File: src/sv/sfa_sqrt.sv
`timescale 1ns / 1ps
// Bit-serial integer square root: one root bit per cycle.
// No dependencies.
module sfa_sqrt #(
  parameter int W = 24
) (
  input  logic           clk,
  input  logic           rst,
  input  logic           start,
  input  logic [2*W-1:0] radicand,
  output logic           done,
  output logic [W-1:0]   root
);

  localparam int CW = $clog2(W);

  logic [2*W-1:0] rad;
  logic [W+1:0]   rem;
  logic [CW-1:0]  cnt;
  logic           active;

  logic [W+1:0]   rem_shift;
  logic [W+1:0]   trial;
  logic           take;

  // One restoring step: bring down two radicand bits, try root*4+1
  always_comb begin
    rem_shift = {rem[W-1:0], rad[2*W-1:2*W-2]};
    trial     = {root, 2'b01};
    take      = (rem_shift >= trial);
  end

  // Control
  always_ff @(posedge clk) begin
    if (rst) begin
      active <= 1'b0;
      done   <= 1'b0;
      cnt    <= '0;
    end else begin
      done <= 1'b0;
      if (start) begin
        active <= 1'b1;
        cnt    <= '0;
      end else if (active) begin
        if (cnt == CW'(W - 1)) begin
          active <= 1'b0;
          done   <= 1'b1;
        end else begin
          cnt <= cnt + 1'b1;
        end
      end
    end
  end

  // Datapath
  always_ff @(posedge clk) begin
    if (start) begin
      rad  <= radicand;
      rem  <= '0;
      root <= '0;
    end else if (active) begin
      rad  <= {rad[2*W-3:0], 2'b00};
      rem  <= take ? (rem_shift - trial) : rem_shift;
      root <= {root[W-2:0], take};
    end
  end

endmodule

File: config.mk
export PLATFORM = sky130hd
export DESIGN_NAME = sfa_sqrt
export DESIGN_NICKNAME = d
export VERILOG_FILES = /design/src/sv/sfa_sqrt.sv
export SDC_FILE = /design/constraint.sdc
export NUM_CORES = 1
export LEC_CHECK = 0
export BUFFER_PORTS_ARGS = -buffer_cell sky130_fd_sc_hd__buf_4
export CAP_MARGIN = 5
export CORE_ASPECT_RATIO = 1.4
export CORE_MARGIN = 2
export CORE_UTILIZATION = 60
export DETAILED_ROUTE_END_ITERATION = 8
export GPL_ROUTABILITY_DRIVEN = 0
export PLACE_DENSITY = 0.85
export SKIP_LAST_GASP = 1
export SLEW_MARGIN = 20
export SYNTH_ARGS = -nofsm -noshare
export SYNTH_HDL_FRONTEND = slang
export SYNTH_SLANG_ARGS = --single-unit
File: constraint.sdc
create_clock -name clk -period 3.9 [get_ports clk]
set_input_delay 0.195 -clock clk [delete_from_list [all_inputs] [get_ports clk]]
set_output_delay 0.195 -clock clk [all_outputs]
set_load 0.05 [all_outputs]
==> impl_metrics.env <==
export IMPL_post_route_period_util=0.793
export IMPL_antenna_found_initial=0
export IMPL_critPathLaunch="root[11]$_SDFFE_PP0P_"
export IMPL_worstPathRequired_ns=4.08
export IMPL_vias=4125
export IMPL_coreArea_sq_mm=0.00898
export IMPL_port_buffers=75
export IMPL_total_leakage_power_uw=0.00260
export IMPL_viasPerCell=5.90
export IMPL_cp_data_arrival_time_ns=3.28
export IMPL_postCtsHoldBufs=1
export IMPL_cts_path_max_buffers=2
export IMPL_syn_inst=525
export IMPL_io_pins=76
export IMPL_synth_main_ff_cell="dfxtp_1"
export IMPL_cp_end_kind="register"
export IMPL_synth_simple_area_share=0.116
export IMPL_cts_setup_buffers=0
export IMPL_die_y_um=118
export IMPL_finalSetupViolCount=0
export IMPL_crit_fanout=18
export IMPL_dpl_hpwl_mm=7.79
export IMPL_root_buffer="clkbuf_16"
export IMPL_finalSetupTns_ns=0
export IMPL_synth_seq_area_share=0.459
export IMPL_ys_ff_latch=103
export IMPL_dp_cells=682
export IMPL_placed_area_sq_mm=0.00611
export IMPL_finalHoldViolations=0
export IMPL_max_slew_margin=0.306
export IMPL_worst_slack_ns=0.806
export IMPL_fin_worst_skew_ns=0.00896
export IMPL_r2r_end="rem[10]$_SDFFE_PP0P_"
export IMPL_wire_per_inst_um=16.5
export IMPL_cap_violations=0
export IMPL_max_freq_ghz=0.323
export IMPL_overflow=0
export IMPL_report_final_slew_viol_count=0
export IMPL_worst_hold_path_num_cells=2
export IMPL_cts_resized_gates=0
export IMPL_h_tree_depth=3
export IMPL_min_from="radicand[0]"
export IMPL_status="finished clean"
export IMPL_grt_pass1_wl_mm=19.3
export IMPL_clk_latency_ns=0.35
export IMPL_layout_common_cells="buf_4 (77), nor2_1 (60), dfxtp_1 (54), edfxtp_1 (48), mux2_2 (46)"
export IMPL_wirelength_mm=11.5
export IMPL_clk_pin_slew_worst_paths_ns=0.07
export IMPL_hold_end="rad[0]$_SDFFCE_PN0P_"
export IMPL_synth_adder_area_share=0.0610
export IMPL_synth_top_family_by_area="multiplexers"
export IMPL_synth_edf_count=48
export IMPL_cts_tree="built"
export IMPL_stdcell_count=699
export IMPL_post_route_min_period_ns=3.09
export IMPL_cts_buffers_inserted=9
export IMPL_drtIter0Drc=301
export IMPL_placementRows=41
export IMPL_synth_async_reset_ratio=0
export IMPL_syn_area_sq_mm=0.00554
export IMPL_drive_above_1_share=0.269
export IMPL_yosys_cell_types_count=63
export IMPL_rsz0062_at_grt="no"
export IMPL_drtPass1Iterations=4
export IMPL_grt_usage=0.236
export IMPL_ff2ff_setup_slack_ns=0.81
export IMPL_pre_cts_ws_ns=0.887
export IMPL_worstMarginPinSlew_ns=1.04
export IMPL_layout_commonest_cell="buf_4"
export IMPL_layout_nets=665
export IMPL_die_w_um=85.2
export IMPL_hold_slack_ns=0.134
export IMPL_path_class="reg2reg"
export IMPL_antenna_left=0
export IMPL_synth_compound_area_frac=0.141
export IMPL_reg2reg_from="root[11]$_SDFFE_PP0P_"
export IMPL_grt_max_degree=93
export IMPL_final_area_sq_mm=0.00644
export IMPL_drc_errors=0
export IMPL_cts_sinks=103
export IMPL_area_growth_pct=16.3
export IMPL_ir_drop_mv=0.396
export IMPL_powerDensity_mw_per_mm2=644
export IMPL_synthMuxAreaShare=0.142
export IMPL_grt_pass1_vias=4202
export IMPL_hold_path_class="in2reg"
export IMPL_dieArea_sq_mm=0.0100
export IMPL_ff2ff_path_depth=9
export IMPL_synth_area_per_cell_sq_um=10.6
export IMPL_synth_warnings=0
export IMPL_antenna_cells=0
export IMPL_synth_xor_area_frac=0.0332
export IMPL_start_util=0.617
export IMPL_cp_start_kind="register"
export IMPL_syn_nets=603
[synth_stat cells (4+ instances only)]
cell,count,area (sq um)
nor3_1,11,55.1
inv_1,33,124
ha_1,27,338
xnor2_1,7,61.3
and2_1,4,25.0
nand2_1,25,93.8
a211oi_1,10,75.1
mux2i_1,27,270
nor2_1,60,225
xor2_1,14,123
o211ai_1,4,30.0
dfxtp_1,55,1100
o21ai_0,11,55.1
o21ai_1,4,20.0
a21oi_1,24,120
mux2_2,46,518
o21bai_1,4,30.0
a21o_1,5,37.5
or3_1,9,56.3
nand3_1,8,40.0
nand4_1,5,31.3
edfxtp_1,48,1440
clkbuf_1,18,67.6
[flip-flops by register name, summed over array words and instances, names as in the netlist]
signal  count
cnt         5
done        1
rem        24
active      1
root       24
rad        48
[final cells by class]
type	instances	area, sq um
sequential	103	2540
timing repair buffer	78	588
tap	107	134
inverter	33	124
clock inverter	7	90.1
clock buffer	9	225
multi-input combinational	362	2740
fill	629	2530
[routing by layer]
layer / part of all wire / GRT usage / up-vias
li1: - / - / 2031
met1: 0.41 / 0.284 / 1967
met2: 0.53 / 0.417 / 109
met3: 0.048 / 0.0463 / 18
met4: 0.016 / 0.0784 / 0
met5: 0 / 0 / -
[per-stage QoR]
step | power, uW | util
after floorplan | 2950 | -
after global placement | 3090 | 0.681
after detailed placement | 3160 | 0.681
after CTS | 4130 | 0.717
after global routing | 4390 | 0.718
final | 4150 | 0.718
[worst max-delay path, stage by stage, from the launching register on]
cell and delay [ns]:
dfxtp_1 0.37, inv_1 0.06, ha_1 0.40, nand4_1 0.24, nor2_1 0.27, nand3_1 0.15
o2111ai_4 0.29, a31o_1 0.74, mux2i_1 0.30, a211oi_1 0.10
[worst max path at each step]
stage               slack (ns)                    to  cells after the start
floorplan                 0.99   rem[5]$_SDFFE_PP0P_                     11
global placement          0.95   rem[5]$_SDFFE_PP0P_                     10
detailed placement        0.89   rem[5]$_SDFFE_PP0P_                     10
CTS                       0.84   rem[5]$_SDFFE_PP0P_                     10
global route              0.52  rem[10]$_SDFFE_PP0P_                      9
finish                    0.81  rem[10]$_SDFFE_PP0P_                      9
[report_power, final]
group | internal, uW | total, uW | leakage (uW) | switching (uW)
sequential | 1270 | 1360 | 0.000933 | 85.2
clock | 519 | 962 | 0.000157 | 443
combinational | 743 | 1830 | 0.00151 | 1080
total | 2540 | 4150 | 0.00260 | 1610
[cell families (layout without fill, tap and decap cells)]
logic type,after synthesis,in the layout
AOI/OAI and AO/OA,103,103
muxes,73,73
buffers and inverters,60,127
DFF,103,103
xor gates and xnor gates,21,21
and+or+nand+nor,138,138
adders and majority gates,27,27
No activity file was read; power rests on OpenSTA's default activity.
